$ cat src/design/rms_pkg.sv
// ----------------------------------------------------------------------------
// rms_pkg: shared types and constants for the running median block
// Payload field types and the group size of the median selection tree.
// ----------------------------------------------------------------------------
package rms_pkg;

  localparam int SAMPLE_W   = 32;
  localparam int MEDIAN_W   = 33;
  localparam int COUNT_W    = 9;
  // Cells folded into one register of the first selection stage
  localparam int GROUP_SIZE = 16;

  typedef logic signed [SAMPLE_W-1:0] sample_t;
  typedef logic signed [MEDIAN_W-1:0] median_t;
  typedef logic        [COUNT_W-1:0]  count_field_t;

endpackage

$ cat src/design/rms_cell.sv
// ----------------------------------------------------------------------------
// rms_cell: one entry of the sorted insertion chain
// Holds one value; on insert it either keeps it, takes the new sample or
// takes its lower neighbour's value, shifting the table up by one place.
// ----------------------------------------------------------------------------
module rms_cell #(
  parameter int INDEX = 0,
  parameter int CW    = 9
) (
  input  logic             clk,
  input  logic             insert,
  input  rms_pkg::sample_t sample,
  input  logic [CW-1:0]    count,
  input  logic             prev_ge,
  input  rms_pkg::sample_t prev_value,
  output rms_pkg::sample_t value,
  output logic             ge
);
  import rms_pkg::*;

  logic occupied;

  // Empty cells sit above the insertion point, so they count as "moving"
  assign occupied = CW'(INDEX) < count;
  assign ge       = !occupied || (value >= sample);

  always_ff @(posedge clk) begin
    if (insert && ge) begin
      value <= prev_ge ? prev_value : sample;
    end
  end
endmodule

$ cat config.mk
export PLATFORM = sky130hd
export DESIGN_NAME = rms_cell
export DESIGN_NICKNAME = d
export VERILOG_FILES = /design/src/design/rms_pkg.sv /design/src/design/rms_cell.sv
export SDC_FILE = /design/constraint.sdc
export NUM_CORES = 1
export LEC_CHECK = 0
export BUFFER_PORTS_ARGS = -buffer_cell sky130_fd_sc_hd__buf_2
export CAP_MARGIN = 10
export CORE_MARGIN = 5
export CORE_UTILIZATION = 50
export CTS_CLUSTER_SIZE = 12
export DETAILED_ROUTE_END_ITERATION = 6
export GPL_TIMING_DRIVEN = 0
export MAX_ROUTING_LAYER = met4
export PLACE_DENSITY_LB_ADDON = 0.05
export REMOVE_ABC_BUFFERS = 1
export SLEW_MARGIN = 20
export SYNTH_ARGS = -nofsm -noshare
export SYNTH_HDL_FRONTEND = slang
export SYNTH_SLANG_ARGS = --single-unit
$ cat constraint.sdc
create_clock -name clk -period 9.6 [get_ports clk]
set_clock_uncertainty 0.1 [all_clocks]
set_input_delay 1.44 -clock clk [delete_from_list [all_inputs] [get_ports clk]]
set_output_delay 1.44 -clock clk [all_outputs]
set_load 0.05 [all_outputs]
==> results.ini, run 1 <==
[hold_path]
min_from = value[31]
hold_depth = 4
holdPathEnd = value[20]
hold_path_class = reg2reg

[setup_path]
crit_fanout = 4
crit_family = compound AO/OA/AOI/OAI gates
cp_slowest_stage_delay_ns = 0.30
crit_buf_inv = 3
cp.depth = 9
ff2ff_setup_slack_ns = 6.89
crit_path_start_kind = input pin
critical_path_arrival_ns = 3.09
endpoint_kind = output port
path_cells = buf_2 -> inv_1 -> ha_1 -> and4_4 -> and2_2 -> a22oi_1 -> a21oi_1 -> a21oi_1 -> buf_2
r2r_cells = 7
worstReg2RegEnd = value[4]
crit_required_ns = 8.06
slowest_stage = ha_1
crit_type = in2out
rr_startpoint = value[27]

[cells_and_area]
final-seq-area_um2 = 961
insertedDiodeCount = 0
largest-register = value
layout-drive-gt1-share_pct = 39.2
final_cell_mix = buf_2, nand2_1, inv_1, o21ai_0
largest_registers = value (32)
nFillCells = 380
multiInputGateArea_um2 = 1100
syn_to_final_growth_pct = 31.2
finalNetCount = 445
final_common_cell = buf_2
largest_reg_flops = 32

[placed_design]
io_buffer_count = 108
dpl.hpwl_um = 4070
place.gp.congestion = 0.752

[logic_synthesis]
ys.warnings.count = 0
ys_types = 31
syn_inst = 227
synth_area_um2 = 2210
ys_ff_latch = 32
yosysSeqAreaShare_pct = 43.4
avgSynthCellArea_um2 = 9.75

[die]
core-area_um2 = 4320
ios = 109
fp.dieH_um = 76.5
die_area_um2 = 5850
die_width_um = 76.5
rows = 24
start_util_pct = 51.2

[routing]
drt-initial-drc-count = 48
vias = 1970
viasPerCell = 5.06
wl_per_cell_um = 12.8
first_pass_iters = 4
drc_errors = 0
wl_um = 4990
ant_nets = 0

[clocking]
clk_path_buf_depth = 2
cts_setup_buffers = 0
htreeDepth = 2
cts-resized-gates = 0
cts_tree = done
cts_sinks = 32
cts_buffers = 5
hold_buffers = 0
cts_root_buffer = clkbuf_8
clk_pin_slew_ns = 0.07
clk_latency_ns = 0.28

[pwr]
p_leak_nw = 1.46
powerDensity_nw_per_um2 = 151
p_total_mw = 0.438
ir_drop_mv = 0.0796

[sta]
finalCriticalPeriod_ns = 4.63
hold_viol_final = 0
setup_viol = 0
slew_headroom_pct = 39.8
rsz0062_at_grt = false
maxSlewViolCount = 0
tightest_slew_ns = 0.903
fmax_mhz = 216
fin_crit_sh_pct = 48.2
setup-tns-final_ns = 0

[grt]
grt_max_degree = 64
first_global_vias = 2004
grt_pass1_wl_um = 8200
grt_usage_pct = 17.1
antenna_found_initial = 0
grt-ovfl-total = 0

[run_status]
outcome = completed

[run]
cap_violations = 0

tightest hold or removal path: stages (launching register included):
cell,delay [ns]
edfxtp_1,0.37
ha_1,0.17
a211oi_2,0.04
a21oi_1,0.27
a211oi_4,0.15
worst max-delay path by stage:
stage | from | slack (ns) | to
after floorplan | sample[30] | 4.82 | ge
after global placement | sample[27] | 4.43 | value[19]
after detailed placement | sample[27] | 4.96 | ge
after CTS | sample[27] | 4.96 | ge
after global routing | sample[14] | 4.87 | ge
final | sample[27] | 4.97 | ge
Yosys cell counts:
master | n | area, µm²
nand2_1 | 37 | 139
inv_1 | 34 | 128
o21ai_0 | 34 | 170
edfxtp_1 | 32 | 961
ha_1 | 32 | 400
a21oi_1 | 16 | 80.1
clkbuf_1 | 7 | 26.3
and4_4 | 6 | 67.6
nand3_1 | 4 | 20.0
a211oi_2 | 2 | 25.0
o211ai_1 | 2 | 15.0
o21ai_1 | 2 | 10.0
a21boi_0 | 1 | 7.51
a21o_1 | 1 | 7.51
a22oi_1 | 1 | 7.51
a311oi_1 | 1 | 8.76
a31o_2 | 1 | 8.76
and2_2 | 1 | 7.51
and3_1 | 1 | 6.26
and4_1 | 1 | 8.76
and4_2 | 1 | 10.0
and4bb_4 | 1 | 16.3
mux2_2 | 1 | 11.3
nand4_1 | 1 | 6.26
nand4_2 | 1 | 12.5
nand4_4 | 1 | 21.3
nor2_1 | 1 | 3.75
nor2b_1 | 1 | 6.26
nor3_1 | 1 | 5.00
nor4_1 | 1 | 6.26
o21ai_2 | 1 | 8.76
metal layers:
metal  wire length (µm)  share of wire [%]  global-route usage [%]  vias up
met5                  0                  0                       -        -
met1               2020                 40                    17.7      874
li1                   -                  -                       -     1027
met4                 27               0.54                    3.67        0
met2               2530                 51                    30.8       65
met3                422                8.5                    6.15        4
final cells by class:
type                    count  area share, %
multi-input cells         154           38.1
flip-flops and latches     32           33.1
repair buffers            110           19.5
inverters                  34           4.40
clock buffers               6           2.50
well taps                  52           2.24
clock inverters             1          0.172
power by group:
part | internal [mW] | switching [mW] | leakage, nW
clock | 0.0492 | 0.0473 | 0.0410
sequential | 0.175 | 0.00778 | 0.305
combinational | 0.0514 | 0.107 | 1.12
total | 0.276 | 0.162 | 1.46
cell families after synthesis:
logic type / after synthesis / share of synthesized area (%)
compound gates: 62 / 15.8
buf+inv: 41 / 6.96
fa+ha+maj: 32 / 18.1
mux: 1 / 0.509
flops: 32 / 43.4
simple gates: 59 / 15.2
per-stage QoR:
stage	utilization (%)	instances	instance area [µm²]	setup WS, ns	hold slack, ns
after floorplan	-	220	2190	4.82	1.48
after global placement	64.6	380	2790	4.43	1.28
after detailed placement	65.3	382	2830	4.96	1.09
after CTS	67.1	389	2900	4.96	1.10
after global routing	67.1	389	2900	4.87	1.18
final	67.1	389	2900	4.97	1.08
No activity file was read; power rests on OpenSTA's default activity.
==> inputs of run 2 (changes only) <==
--- a/config.mk
+++ b/config.mk
@@ -5,10 +5,11 @@
 export SDC_FILE = /design/constraint.sdc
 export NUM_CORES = 1
 export LEC_CHECK = 0
+export ABC_AREA = 1
 export BUFFER_PORTS_ARGS = -buffer_cell sky130_fd_sc_hd__buf_2
 export CAP_MARGIN = 10
 export CORE_MARGIN = 5
-export CORE_UTILIZATION = 50
+export CORE_UTILIZATION = 42
 export CTS_CLUSTER_SIZE = 12
 export DETAILED_ROUTE_END_ITERATION = 6
 export GPL_TIMING_DRIVEN = 0
==> constraint.sdc (replaced) <==
create_clock -name clk -period 3.7 [get_ports clk]
set_clock_uncertainty 0.1 [all_clocks]
set_input_delay 0.555 -clock clk [delete_from_list [all_inputs] [get_ports clk]]
set_output_delay 0.555 -clock clk [all_outputs]
set_load 0.05 [all_outputs]
==> run 2 against run 1 <==
Net effect:
- power up 150%
- setup slack worse by 4.0 ns
- non-clock buffer count is 2 lower
- first-iteration DRC count stayed put
==> results.ini, run 2 <==
[run]
cap_violations = 0  ; unchanged

[logic_synthesis]
synthTopCellsByArea = edfxtp_1, ha_1, nand2_1, inv_1, o21ai_1  ; was edfxtp_1, ha_1, o21ai_0, nand2_1, inv_1
ys_ff_latch = 32  ; unchanged
ys_types = 23  ; was 31
yosysSeqAreaShare_pct = 43.8  ; was 43.4%
synth-simple-area-share_pct = 17.1  ; was 15.2%
synthFlopType = edfxtp_1  ; unchanged
synth_commonest_cells = nand2_1, inv_1, edfxtp_1, ha_1, o21ai_1  ; was nand2_1, inv_1, o21ai_0
synth_area_um2 = 2200  ; was 2210 µm²
avgSynthCellArea_um2 = 8.68  ; was 9.75 µm²
synthAdderAreaFrac_pct = 18.2  ; was 18.1%
synthXorXnorAreaFrac_pct = 0  ; unchanged
syn_inst = 253  ; was 227
synth-edff-count = 32  ; unchanged
yosysTopAreaCellShare_pct = 43.8  ; was 43.4%
synth_compound_area_share_pct = 12.2  ; was 15.8%
synth_mux_area_share_pct = 0.513  ; was 0.509%
synthArstFlopShare_pct = 0  ; unchanged
yosys.area.top_type = edfxtp_1  ; unchanged
synth_top_family_by_area = adder cells  ; unchanged
synth_most_common_cell = nand2_1  ; unchanged
ys.warnings.count = 0  ; unchanged

[clocking]
clk_latency_ns = 0.28  ; about the same
htreeDepth = 2  ; unchanged
cts_tree = done  ; unchanged
cts_root_buffer = clkbuf_8  ; unchanged
cts_buffers = 5  ; unchanged
clk_pin_slew_ns = 0.07  ; about the same
cts_sinks = 32  ; unchanged
clk_path_buf_depth = 2  ; unchanged
cts_setup_buffers = 0  ; unchanged
hold_buffers = 0  ; unchanged
cts-resized-gates = 0  ; unchanged

[routing]
viasPerCell = 4.53  ; was 5.06
wl_per_cell_um = 11.3  ; was 12.8 µm
wl_um = 4890  ; was 4990 µm
first_pass_iters = 4  ; unchanged
drt-initial-drc-count = 48  ; unchanged
ant_nets = 0  ; unchanged
drc_errors = 0  ; unchanged
vias = 1959  ; was 1,970

[setup_path]
crit_buf_inv = 3  ; unchanged
ff2ff_setup_slack_ns = 1.12  ; was 6.89 ns
crit_family = simple AND/OR/NAND/NOR gates  ; was compound AO/OA/AOI/OAI gates
endpoint_kind = output port  ; unchanged
crit_path_start_kind = input pin  ; unchanged
path_cells = buf_2 -> inv_1 -> ha_1 -> nand2_1 -> nor2_2 -> nand2_2 -> nor4_4 -> nand2_1 -> nand2_1 -> nand2_1 -> nand3_2 -> buf_2  ; was buf_2 -> inv_1 -> ha_1 -> and4_4 -> and2_2 -> a22oi_1 -> a21oi_1 -> a21oi_1 -> buf_2
slowest_stage = ha_1  ; unchanged
crit_required_ns = 3.04  ; was 8.06 ns
critical_path_arrival_ns = 2.06  ; was 3.09 ns
critPathMostFrequentCell = nand2_1
cp_slowest_stage_delay_ns = 0.33  ; was 0.30 ns
crit_fanout = 4  ; unchanged
crit_type = in2out  ; unchanged

[sta]
rsz0062_at_grt = false  ; unchanged
fmax_mhz = 368
setup_viol = 0  ; unchanged
setup-tns-final_ns = 0  ; unchanged
slew_headroom_pct = 33.5  ; was 39.8%
finalCriticalPeriod_ns = 2.72
fin_crit_sh_pct = 73.4
tightest_slew_ns = 0.998  ; was 0.903 ns
hold_viol_final = 0  ; unchanged
maxSlewViolCount = 0  ; unchanged

[cells_and_area]
final_cell_mix = buf_2, nand2_1, inv_1, ha_1, edfxtp_1  ; was buf_2, nand2_1, inv_1, o21ai_0
largest_reg_flops = 32  ; unchanged
insertedDiodeCount = 0  ; unchanged
layout-drive-gt1-share_pct = 34.0  ; was 39.2%
nFillCells = 505  ; was 380
syn_to_final_growth_pct = 31.1  ; was 31.2%
final_util_pct = 56.3  ; was 67.1%
finalNetCount = 469  ; was 445
largest-register = value  ; unchanged
final_common_cell = buf_2  ; unchanged
largest_registers = value (32)  ; unchanged

[die]
start_util_pct = 43.0  ; was 51.2%
die_width_um = 82.3  ; was 76.5 µm
rows = 26  ; was 24
core-area_um2 = 5110  ; was 4320 µm²
fp.dieH_um = 82.3  ; was 76.5 µm
die_area_um2 = 6770  ; was 5850 µm²
ios = 109  ; unchanged

[placed_design]
place.gp.congestion = 0.700  ; was 0.752
dpl.hpwl_um = 3970  ; was 4070 µm
io_buffer_count = 108  ; unchanged

[grt]
antenna_found_initial = 0  ; unchanged
grt_usage_pct = 15.2  ; was 17.1%
grt_max_degree = 64  ; unchanged
first_global_vias = 1849  ; was 2,004
grt_pass1_wl_um = 7590  ; was 8200 µm
grt-ovfl-total = 0  ; unchanged

[pwr]
p_leak_nw = 1.52  ; was 1.46 nW
ir_drop_mv = 0.232  ; was 0.0796 mV
powerDensity_nw_per_um2 = 377  ; was 151 nW/µm²

[hold_path]
hold_path_class = in2reg  ; was reg2reg

[run_status]
outcome = completed  ; unchanged

[run 2: final timing paths]
check                           cells past startpoint            from   endpoint
worst max-delay path                               12      sample[31]         ge
worst min-delay path                                3  prev_value[25]  value[25]
worst max register to register                     11       value[31]  value[10]
worst min register to register                      6       value[31]   value[4]
[run 2: kinds of logic after synthesis]
group                    count (synthesis)
flip-flops                              32
multiplexers                             1
AND/OR/NAND/NOR                         89
adder cells (fa/ha/maj)                 32
AO/OA/AOI/OAI                           51
buffers and inverters                   48
[run 2: final cells by class]
cell class	count	area, µm²	area share, %
clock inverter	1	3.75	0.130
timing repair buffer	108	541	18.8
inverter	41	154	5.35
sequential	32	961	33.4
clock buffer	7	76.3	2.65
multi-input combinational	173	1050	36.7
tap	70	87.6	3.04
[run 2: power breakdown]
part           switching [mW]  total [mW]  internal [mW]  leakage, nW
Clock                   0.123       0.253          0.131       0.0399
Combinational           0.254       0.366          0.113         1.18
Sequential             0.0166       0.465          0.448        0.301
[run 2: tightest hold or removal path, stage by stage]
cell and delay [ns]:
buf_2 0.07, nand2_1 0.04, o21ai_1 0.06
[run 2: stage by stage]
stage                     power [mW]  instance area, µm²  setup WS [ns]  hold slack (ns)  instances
final                           1.08                2880          0.982            0.456        432
after global routing            1.15                2880          0.779            0.456        432
after CTS                       1.10                2880          0.945            0.444        432
after detailed placement       0.845                2800          0.771            0.742        424
after global placement         0.841                2800          0.366            0.732        424
after floorplan                0.729                2170          0.627            0.642        246
[run 2: routing by layer]
layer	track usage [%]	vias to the layer above	share of wire (%)
li1	-	1057	-
met1	15.7	838	42
met2	27.9	58	49
met3	4.12	6	7.8
met4	4.49	0	1.1
met5	-	-	0
